**src/chrl_pkg.sv**
```systemverilog
// shared types and constants for the consistent hash ring lookup
// no dependencies; used by the top level and the checker
`default_nettype none

package chrl_pkg;

  // default sizes
  localparam int unsigned MAX_NODES_DEF = 16;
  localparam int unsigned HASH_BITS_DEF = 64;
  localparam int unsigned TAG_BITS_DEF  = 8;

  // input transaction layout
  localparam int unsigned IN_HASH_W = 64;
  localparam int unsigned IN_TAG_W  = 8;
  localparam int unsigned IN_DATA_W = IN_HASH_W + IN_TAG_W;
  localparam int unsigned IN_USER_W = 1;

  // output transaction layout
  localparam int unsigned OUT_STATUS_W = 2;
  localparam int unsigned OUT_OWNER_W  = 8;
  localparam int unsigned OUT_COUNT_W  = 5;
  localparam int unsigned OUT_USED_W   = OUT_STATUS_W + OUT_OWNER_W + OUT_COUNT_W;
  localparam int unsigned OUT_DATA_W   = ((OUT_USED_W + 7) / 8) * 8;
  localparam int unsigned OUT_OWNER_LO = OUT_STATUS_W;
  localparam int unsigned OUT_COUNT_LO = OUT_STATUS_W + OUT_OWNER_W;

  // opcodes
  localparam logic OP_JOIN   = 1'b0;
  localparam logic OP_LOOKUP = 1'b1;

  // result status codes
  localparam logic [OUT_STATUS_W-1:0] STAT_OK    = 2'd0;
  localparam logic [OUT_STATUS_W-1:0] STAT_EMPTY = 2'd1;
  localparam logic [OUT_STATUS_W-1:0] STAT_FULL  = 2'd2;

  // sequencer states
  typedef enum logic [1:0] {
    ST_IDLE,
    ST_LOOK,
    ST_JOIN,
    ST_FIN
  } chrl_state_e;

endpackage

`default_nettype wire

```
**src/chrl_ram.sv**
```systemverilog
// generic single-write, single-read ram with registered read data
// no dependencies
`default_nettype none

module chrl_ram #(
  parameter int unsigned WIDTH = 8,
  parameter int unsigned DEPTH = 16
) (
  input  logic                     clk_i,
  input  logic                     we_i,
  input  logic [$clog2(DEPTH)-1:0] waddr_i,
  input  logic [WIDTH-1:0]         wdata_i,
  input  logic [$clog2(DEPTH)-1:0] raddr_i,
  output logic [WIDTH-1:0]         rdata_o
);

  logic [WIDTH-1:0] mem_q [DEPTH];
  logic [WIDTH-1:0] rdata_q;

  always_ff @(posedge clk_i) begin
    if (we_i) begin
      mem_q[waddr_i] <= wdata_i;
    end
    rdata_q <= mem_q[raddr_i];
  end

  assign rdata_o = rdata_q;

endmodule

`default_nettype wire

```
**src/consistent_hash_ring_lookup.sv**
```systemverilog
// consistent hash ring: sorted node table with join and successor lookup
// depends on chrl_pkg and chrl_ram
`default_nettype none

// Usage
//   input stream (s_axis_*): one transaction per request. tuser carries the
//   opcode (join or lookup), tdata the hash and, for a join, the node tag.
//   output stream (m_axis_*): exactly one transaction per request, carrying
//   status, owner tag and the node count after the request.
//   The node table lives in one ram of MAX_NODES (hash, tag) words kept in
//   ascending hash order. A lookup walks the table upwards from entry 0 and
//   stops at the first hash not below the key; a join walks downwards from
//   the top, moving each larger-or-equal entry up one slot, then writes the
//   new node into the gap. The ram port gives one entry per cycle. Full
//   joins and empty lookups go from idle straight to the final state
//   without a ram access. s_axis_tready is high only while the sequencer
//   is idle, so one request is in flight at a time; the next one can be
//   taken once its result has been moved to the output register. The
//   result waits there; a new request is taken while it waits, and a
//   finished request holds in the final state until the receiver has
//   taken the previous result. Reset empties the ring (node count zero);
//   table contents are not cleared and need no clearing pass.

module consistent_hash_ring_lookup #(
  parameter int unsigned MAX_NODES = chrl_pkg::MAX_NODES_DEF,
  parameter int unsigned HASH_BITS = chrl_pkg::HASH_BITS_DEF,
  parameter int unsigned TAG_BITS  = chrl_pkg::TAG_BITS_DEF
) (
  input  logic                             clk_i,
  input  logic                             rst_ni,
  input  logic                             s_axis_tvalid,
  output logic                             s_axis_tready,
  // hash_value [63:0], node_tag [71:64]
  input  logic [chrl_pkg::IN_DATA_W-1:0]   s_axis_tdata,
  // opcode [0]
  input  logic [chrl_pkg::IN_USER_W-1:0]   s_axis_tuser,
  output logic                             m_axis_tvalid,
  input  logic                             m_axis_tready,
  // status [1:0], owner_tag [9:2], node_count [14:10], zero [15]
  output logic [chrl_pkg::OUT_DATA_W-1:0]  m_axis_tdata
);

  import chrl_pkg::*;

  localparam int unsigned IDX_W  = $clog2(MAX_NODES);
  localparam int unsigned CNT_W  = $clog2(MAX_NODES + 1);
  localparam int unsigned WORD_W = HASH_BITS + TAG_BITS;
  localparam logic [CNT_W-1:0] CNT_MAX = CNT_W'(MAX_NODES);
  localparam logic [CNT_W-1:0] CNT_ONE = CNT_W'(1);

  chrl_state_e state_q, state_d;

  logic [CNT_W-1:0]        count_q, count_d;    // entries in the ring
  logic [CNT_W-1:0]        idx_q, idx_d;        // lookup: next read; join: gap slot
  logic                    pend_q, pend_d;      // ram read issued last cycle
  logic [TAG_BITS-1:0]     wrap_q, wrap_d;      // tag of entry 0 for wrap-around
  logic [OUT_STATUS_W-1:0] res_status_q, res_status_d;
  logic [TAG_BITS-1:0]     res_owner_q, res_owner_d;

  // request payload
  logic [HASH_BITS-1:0]    hash_q;
  logic [TAG_BITS-1:0]     tag_q;

  // output register
  logic                    out_valid_q, out_valid_d;
  logic [OUT_STATUS_W-1:0] out_status_q, out_status_d;
  logic [OUT_OWNER_W-1:0]  out_owner_q, out_owner_d;
  logic [OUT_COUNT_W-1:0]  out_count_q, out_count_d;

  // ram port
  logic                    ram_we;
  logic [IDX_W-1:0]        ram_waddr;
  logic [WORD_W-1:0]       ram_wdata;
  logic [IDX_W-1:0]        ram_raddr;
  logic [WORD_W-1:0]       ram_rdata;

  logic [HASH_BITS-1:0]    rd_hash;
  logic [TAG_BITS-1:0]     rd_tag;
  logic                    rd_hit;
  logic                    in_accept;

  assign rd_hash   = ram_rdata[HASH_BITS-1:0];
  assign rd_tag    = ram_rdata[WORD_W-1:HASH_BITS];
  assign rd_hit    = (rd_hash >= hash_q);
  assign in_accept = s_axis_tvalid && s_axis_tready;

  chrl_ram #(
    .WIDTH (WORD_W),
    .DEPTH (MAX_NODES)
  ) u_ram (
    .clk_i   (clk_i),
    .we_i    (ram_we),
    .waddr_i (ram_waddr),
    .wdata_i (ram_wdata),
    .raddr_i (ram_raddr),
    .rdata_o (ram_rdata)
  );

  // sequencer
  always_comb begin
    state_d      = state_q;
    count_d      = count_q;
    idx_d        = idx_q;
    pend_d       = pend_q;
    wrap_d       = wrap_q;
    res_status_d = res_status_q;
    res_owner_d  = res_owner_q;
    out_status_d = out_status_q;
    out_owner_d  = out_owner_q;
    out_count_d  = out_count_q;
    out_valid_d  = out_valid_q && !m_axis_tready;
    ram_we       = 1'b0;
    ram_waddr    = idx_q[IDX_W-1:0];
    ram_wdata    = {tag_q, hash_q};
    ram_raddr    = idx_q[IDX_W-1:0];
    s_axis_tready = (state_q == ST_IDLE);

    unique case (state_q)
      ST_IDLE: begin
        if (s_axis_tvalid) begin
          pend_d       = 1'b0;
          res_owner_d  = '0;
          res_status_d = STAT_OK;
          if (s_axis_tuser[0] == OP_JOIN) begin
            if (count_q == CNT_MAX) begin
              res_status_d = STAT_FULL;
              state_d      = ST_FIN;
            end else begin
              idx_d   = count_q;
              state_d = ST_JOIN;
            end
          end else begin
            if (count_q == '0) begin
              res_status_d = STAT_EMPTY;
              state_d      = ST_FIN;
            end else begin
              idx_d   = '0;
              state_d = ST_LOOK;
            end
          end
        end
      end

      // walk upwards, one entry per cycle; the ram read data is registered, so it lags its address
      ST_LOOK: begin
        if (pend_q && rd_hit) begin
          res_owner_d = rd_tag;
          pend_d      = 1'b0;
          state_d     = ST_FIN;
        end else if (pend_q && (idx_q == count_q)) begin
          // key above every hash: wrap to the smallest entry
          res_owner_d = (idx_q == CNT_ONE) ? rd_tag : wrap_q;
          pend_d      = 1'b0;
          state_d     = ST_FIN;
        end else begin
          ram_raddr = idx_q[IDX_W-1:0];
          idx_d     = idx_q + CNT_ONE;
          pend_d    = 1'b1;
        end
        if (pend_q && (idx_q == CNT_ONE)) begin
          wrap_d = rd_tag;
        end
      end

      // walk downwards from the top, moving entries up into the gap
      ST_JOIN: begin
        if (!pend_q) begin
          if (idx_q == '0) begin
            ram_we    = 1'b1;
            count_d   = count_q + CNT_ONE;
            state_d   = ST_FIN;
          end else begin
            ram_raddr = IDX_W'(idx_q - CNT_ONE);
            pend_d    = 1'b1;
          end
        end else if (rd_hit) begin
          ram_we    = 1'b1;
          ram_wdata = ram_rdata;
          idx_d     = idx_q - CNT_ONE;
          if (idx_q > CNT_ONE) begin
            ram_raddr = IDX_W'(idx_q - CNT_W'(2));
            pend_d    = 1'b1;
          end else begin
            pend_d = 1'b0;
          end
        end else begin
          ram_we  = 1'b1;
          pend_d  = 1'b0;
          count_d = count_q + CNT_ONE;
          state_d = ST_FIN;
        end
      end

      // hand over to the output register once it is free
      ST_FIN: begin
        if (!out_valid_q || m_axis_tready) begin
          out_valid_d  = 1'b1;
          out_status_d = res_status_q;
          out_owner_d  = OUT_OWNER_W'(res_owner_q);
          out_count_d  = OUT_COUNT_W'(count_q);
          state_d      = ST_IDLE;
        end
      end
    endcase
  end

  always_ff @(posedge clk_i or negedge rst_ni) begin
    if (!rst_ni) begin
      state_q     <= ST_IDLE;
      count_q     <= '0;
      idx_q       <= '0;
      pend_q      <= 1'b0;
      out_valid_q <= 1'b0;
    end else begin
      state_q     <= state_d;
      count_q     <= count_d;
      idx_q       <= idx_d;
      pend_q      <= pend_d;
      out_valid_q <= out_valid_d;
    end
  end

  // payload registers, no reset
  always_ff @(posedge clk_i) begin
    if (in_accept) begin
      hash_q <= s_axis_tdata[HASH_BITS-1:0];
      tag_q  <= TAG_BITS'(s_axis_tdata[IN_HASH_W +: IN_TAG_W]);
    end
    wrap_q       <= wrap_d;
    res_status_q <= res_status_d;
    res_owner_q  <= res_owner_d;
    out_status_q <= out_status_d;
    out_owner_q  <= out_owner_d;
    out_count_q  <= out_count_d;
  end

  assign m_axis_tvalid = out_valid_q;
  assign m_axis_tdata  = OUT_DATA_W'({out_count_q, out_owner_q, out_status_q});

endmodule

`default_nettype wire

```
**config.mk**
```make
export PLATFORM = sky130hd
export DESIGN_NAME = consistent_hash_ring_lookup
export DESIGN_NICKNAME = d
export VERILOG_FILES = /design/src/chrl_pkg.sv /design/src/chrl_ram.sv /design/src/consistent_hash_ring_lookup.sv
export SDC_FILE = /design/constraint.sdc
export NUM_CORES = 2
export LEC_CHECK = 0
export BUFFER_PORTS_ARGS = -buffer_cell sky130_fd_sc_hd__buf_2
export CORE_MARGIN = 2
export CORE_UTILIZATION = 55
export CTS_CLUSTER_DIAMETER = 100
export DETAILED_ROUTE_END_ITERATION = 10
export PLACE_DENSITY = 0.67
export SYNTH_ARGS = -nofsm -noshare
export SYNTH_HDL_FRONTEND = slang
export SYNTH_SLANG_ARGS = --single-unit
```
**constraint.sdc**
```tcl
create_clock -name clk_i -period 11.25 [get_ports clk_i]
set_input_delay 0.5625 -clock clk_i [delete_from_list [all_inputs] [get_ports clk_i]]
set_output_delay 0.5625 -clock clk_i [all_outputs]
set_load 0.005 [all_outputs]
```
# Yosys cells after proc, flatten, opt, wreduce, memory -nomap -nowiden
# Memories as Yosys holds them, arrays and structs flattened. A register that Yosys moved wholly into a read port is not among the register bits.
# Cells that the tools add are included.
word_totals:
  out_inout_bits: 18
  memories: 1
  elab_cells: 114
  regBits: 119
  inputBits: 77
  ram_bits: 1152
classes:
  eq_ne: 18
  reduce_logical: 22
  muxes: 54
  magnitude_cmp: 2
  addsub: 4
mem_list:
  columns: ["name", "words", "word_bits", "rd", "rd_ports_with_merged_regs", "wr", "line", "text"]
  rows:
  - ["u_ram.mem_q", 16, 72, 1, 1, 1, "chrl_ram.sv:17", "logic [WIDTH-1:0] mem_q [DEPTH];"]
op_table:
  columns: ["cell", "count"]
  rows:
  - ["$mux 72", 3]
  - ["$ge 64x64->1", 1]
  - ["$mux 5", 11]
  - ["$mux 8", 4]
  - ["$mux 2", 11]
  - ["$mux 4", 5]
  - ["$mux 1", 16]
  - ["$pmux 8 s2", 1]
  - ["$ne 3x3->1 const B", 5]
  - ["$pmux 5 s3", 1]
  - ["$ne 2x2->1 const B", 7]
  - ["$add 5x1->5 const B", 2]
  - ["$logic_not 5->1", 2]
  - ["$pmux 2 s4", 1]
  - ["$reduce_and 2->1", 4]
  - ["$reduce_and 8->1", 1]
  - ["$reduce_and 3->1", 2]
  - ["$eq 5x1->1 const B", 1]
  - ["$eq 5x5->1", 1]
  - ["$eq 5x5->1 const B", 1]
  - ["$gt 5x1->1 const B", 1]
  - ["$logic_and 1x1->1", 5]
  - ["$reduce_and 5->1", 1]
  - ["$sub 5x1->5 const B", 1]
  - ["9 further kinds", 12]

# Logic depth before layout (Yosys ltp)
logic_depth:
  depth_word: 6
  ltp_mapped: 18

# Cells and area by module
# A second synthesis with hierarchy kept.
unflattened:
  hier_cells: 2457
  hier_area_um2: 51745.9
modules_own_cells:
  columns: ["mod", "cells_each", "n_inst", "area_each_um2"]
  rows:
  - ["chrl_ram", 1850, 1, 44550.2]
  - ["consistent_hash_ring_lookup", 607, 1, 7195.7]

# Least setup slack after synthesis
# OpenSTA, ideal clock, no wires.
synth_timing:
  path_kind: "register -> register"
  from: "register idx_q[0]"
  to: "memory u_ram.mem_q[12][0] (netlist bit), enable pin"
  stages_incl_launch_ff: 8
  period_less_slack_ps: 4991
  slack_ps: 6259
  t_arrival_ps: 4489
  setup_ps: 503
  required_time_ps: 10747
  path_cell_list: "dfrtp_1 -> inv_1 -> ha_1 -> and3_1 -> nor2_1 -> nor2_1 -> nand2_1 -> nor2_1"
synth_between:
  elab_chain_len: 6
synth_lines:
  columns: ["item", "line", "text"]
  rows:
  - ["start: declaration", "consistent_hash_ring_lookup.sv:54", "logic [CNT_W-1:0] idx_q, idx_d;"]
  - ["start signal: assignment", "consistent_hash_ring_lookup.sv:217", "idx_q <= idx_d;"]
  - ["$logic_not 5->1", "consistent_hash_ring_lookup.sv:168", "if (idx_q == '0) begin"]
  - ["$mux 1", "consistent_hash_ring_lookup.sv:168", null]
  - ["$mux 1", "consistent_hash_ring_lookup.sv:167", "if (!pend_q) begin"]
  - ["$mux 1", "consistent_hash_ring_lookup.sv:118", "unique case (state_q)"]
  - ["$mux 1", "chrl_ram.sv:21", "if (we_i) begin"]
  - ["$mux 1 (not written as such)", "chrl_ram.sv:22", "mem_q[waddr_i] <= wdata_i;"]
  - ["end: declaration", "chrl_ram.sv:17", null]
# Several ways; a longest one is shown, not always the timed one.

# Worst setup path in the final report
layout_timing:
  from: "register hash_q[22]"
  to: "register u_ram.rdata_q[31], in the netlist u_ram.rdata_o[31] (read register of u_ram.mem_q)"
layout_between:
  elab_chain_len: 4
layout_lines:
  columns: ["item", "line", "text"]
  rows:
  - ["start: declaration", "consistent_hash_ring_lookup.sv:61", "logic [HASH_BITS-1:0] hash_q;"]
  - ["start signal: assignment", "consistent_hash_ring_lookup.sv:226", "hash_q <= s_axis_tdata[HASH_BITS-1:0];"]
  - ["$ge 64x64->1", "consistent_hash_ring_lookup.sv:84", "assign rd_hit = (rd_hash >= hash_q);"]
  - ["$mux 4", "consistent_hash_ring_lookup.sv:176", "end else if (rd_hit) begin"]
  - ["$mux 4", "consistent_hash_ring_lookup.sv:167", null]
  - ["$mux 4", null, null]
  - ["end: declaration", "chrl_ram.sv:18", "logic [WIDTH-1:0] rdata_q;"]
# Every way passes these cells.
# A chain may end at the register's enable or synchronous reset.

==> reports/metrics.cfg <==
[sta]
maxSlewHeadroom_pct=10.6
finalSetupViolCount=0
worstMarginPinSlew_ps=1330
fin_skew_ps=36.0
fin_ws_ps=4180
rsz0062_at_grt=no
hold_viol_final=0
fin_setup_tns_ps=0
final.min_clock_period_ps=7070
finalMaxSlewViolations=0
fmax_ghz=0.141
fin_crit_sh_pct=62.9

[cts]
cts.reportedPaths.clkPinSlew_ps=60
htree_levels=4
cts_setup_buffers=0
cts_tree=done
cts_buffer_depth=3
clkLatencyLatePin_ps=750
cts.sinks=1343
root_buffer=clkbuf_16
numCtsBuffers=138

[route]
ant_nets=0
routed_wl_um=139000
firstDrtPassIters=7
num_vias=32100
post_drt_via_cell_ratio=6.60
first_iter_violations=3751
drc=0
routedWlPerCell_um=28.6

[yosys]
synth_top_family_by_area=compound AO/OA/AOI/OAI gates
syn_inst=3382
syn_nets=3537
syn_area_sq_um=54700
yosys_warnings=0
synth-seq-cells=1343
synth-compound-area-share_pct=10.5
synthMuxAreaShare_pct=7.58
synthSimpleGateAreaFrac_pct=3.48
synth_edf_count=1257
synthArstFlopShare_pct=1.04
ys.flop_type=edfxtp_1
synth_xor_area_share_pct=0.240
yosys.area_share.adder_pct=1.79
synth_cell_types=62
ys_seq_area_share_pct=72.3
avgSynthCellArea_sq_um=16.2

[worst_hold_path]
hold_path_class=in2reg
holdPathStages=1

[worst_setup_path]
criticalPathCategory=reg2reg
crit_path_max_fanout=152
reg2regPathDepth=15
crit_required_ps=11880
endpoint_kind=flip-flop
critPathArrivalTime_ps=7700
crit_path_start_kind=flip-flop

[pwr]
p_switching_mw=5.84
ir_drop_v=0.000412
p_leak_nw=20.6
power.density_nw_per_um2=272
power_frac_comb_pct=34.8
pwr-share-seq_pct=37.9
clkPwrFrac_pct=27.3
p_int_mw=10.9
switching_share_pct=34.9

[global_route]
gr-total-overflow=0
antenna_found_initial=0
grt_max_degree=218
grt_pass1_vias=32300
grt_use_total_pct=27.2
grt_pass1_wl_um=206000

[floorplanning]
die_x_um=319
boundaryPins=95
initial_core_util_pct=55.5
coreArea_sq_um=98400
rows=115
die_h_um=319
die-area_sq_um=102000

[cells_and_area]
final_nets=3624
final_area_sq_um=61400
drive_gt1_share_pct=17.4
nFillCells=6977
final_cell_mix=edfxtp_1 (1257), o2111ai_1 (498), inv_1 (292)
mostFrequentLayoutCell=edfxtp_1
syn2layout_area_growth_pct=12.3
diodes=0

[job]
drv_cap=0

[place]
port_buffers=93
place_area_sq_um=56400
post-dp-hpwl_um=69300
post-place-ws_ps=4370
routabilityCongestion=0.784

[status]
status=completed

==> power by group through the flow <==
stage | Clock, mW | Combinational (mW) | Sequential [mW]
finish | 4.56 | 5.83 | 6.33
global route | 4.81 | 6.24 | 6.36
CTS | 4.62 | 5.80 | 6.33
detailed placement | 0 | 5.75 | 6.43
global placement | 0 | 5.62 | 6.42
floorplan | 0 | 4.12 | 6.36
==> sequential cells by signal, indices dropped and copies added (netlist names) <==
register and count:
u_ram.mem_q 1152, u_ram.rdata_o 72, hash_q 64, out_owner_q 8, res_owner_q 8, tag_q 8, wrap_q 8, count_q 5
idx_q 5, out_count_q 5, out_status_q 2, res_status_q 2, state_q 2, m_axis_tvalid 1, pend_q 1
==> synthesized netlist by cell type (3+ instances only) <==
cell	n	area (sq um)
dfrtp_1	14	350
nand2_1	185	694
o211a_1	4	40.0
o2111ai_1	498	4360
dfxtp_1	72	1440
o21a_1	3	22.5
buf_4	22	165
nor4_1	4	25.0
nand3_1	16	80.1
a32o_1	71	711
edfxtp_1	1257	37700
mux4_2	73	1640
nor2_1	114	428
o221ai_1	4	35.0
buf_2	58	290
xnor2_1	9	78.8
clkbuf_1	166	623
o22ai_1	6	37.5
a31oi_1	5	31.3
inv_1	292	1100
o21ai_0	12	60.1
xor2_1	6	52.6
a21o_1	7	52.6
nor3_1	68	340
mux2i_1	83	831
a21oi_1	31	155
buf_6	4	45.0
ha_1	78	976
mux2_2	148	1670
a21boi_0	3	22.5
nand2b_1	4	25.0
nor3_2	11	110
nand4_1	15	93.8
==> per-stage QoR <==
step	hold slack, ps	util, %	power (mW)	std cells
finish	25.5	62.4	16.7	4868
global route	3.14	62.4	17.4	4868
CTS	1.30	62.4	16.7	4868
detailed placement	406	57.3	12.2	4568
global placement	405	57.3	12.0	4568
floorplan	267	-	10.5	3382
==> layout make-up <==
type,instances,area (sq um),area share [%]
flip-flops and latches,1343,39500,64.4
clock inverters,56,624,1.02
repair buffers,201,1460,2.38
multi-input cells,1492,13100,21.4
inverters,293,1100,1.79
well taps,1287,1610,2.62
clock buffers,196,3910,6.37
==> worst max-delay path, stage by stage, from the launching register on <==
cell and delay [ps]:
edfxtp_1 390, inv_1 60, ha_1 300, nand4_1 230, nor4_1 200, a22oi_1 330
o2111ai_1 380, o2111ai_2 510, a21o_4 650, buf_4 890, o211a_4 790, buf_12 600
buf_4 600, mux2_2 410, o2111ai_1 210, nor3_1 90
==> routing by layer <==
| layer | wire length (um) | vias up | share of wire, % | global-route usage, % |
|---|---|---|---|---|
| met5 | 0 | - | 0 | 0 |
| li1 | - | 13800 | - | - |
| met1 | 56000 | 16400 | 40 | 37.0 |
| met3 | 11600 | 307 | 8.3 | 4.64 |
| met4 | 4450 | 0 | 3.2 | 9.88 |
| met2 | 67100 | 1625 | 48 | 44.5 |
==> final timing paths <==
kind	start	endpoint	slack [ps]
min in group asynchronous	rst_ni	idx_q[2]$_DFFE_PN0P_	280
setup / recovery	hash_q[22]$_DFFE_PP_	u_ram.rdata_o[31]$_DFF_P_	4180
hold / removal	s_axis_tdata[28]	hash_q[28]$_DFFE_PP_	30
hold reg to reg	res_owner_q[4]$_SDFFCE_PN0P_	out_owner_q[4]$_DFFE_PP_	420
max in group asynchronous	rst_ni	idx_q[0]$_DFFE_PN0P_	10710
setup reg to reg	hash_q[22]$_DFFE_PP_	u_ram.rdata_o[31]$_DFF_P_	4180
==> what timing repair did <==
| action | in CTS | in global routing |
|---|---|---|
| hold endpoints to repair | 61 | 0 |
| gates resized for setup | 0 | 0 |
| hold buffers | 48 | 0 |
==> logic make-up (layout without fill, tap and decap cells) <==
family                   count (synthesis)  after routing
multiplexers                           304            304
AND/OR/NAND/NOR                        431            431
XOR/XNOR                                15             15
adder cells (fa/ha/maj)                 78             78
other                                    1              1
buffers and inverters                  547            746
AO/OA/AOI/OAI                          663            663
flip-flops                            1343           1343
Note: power is estimated with default switching activity, not from simulation.
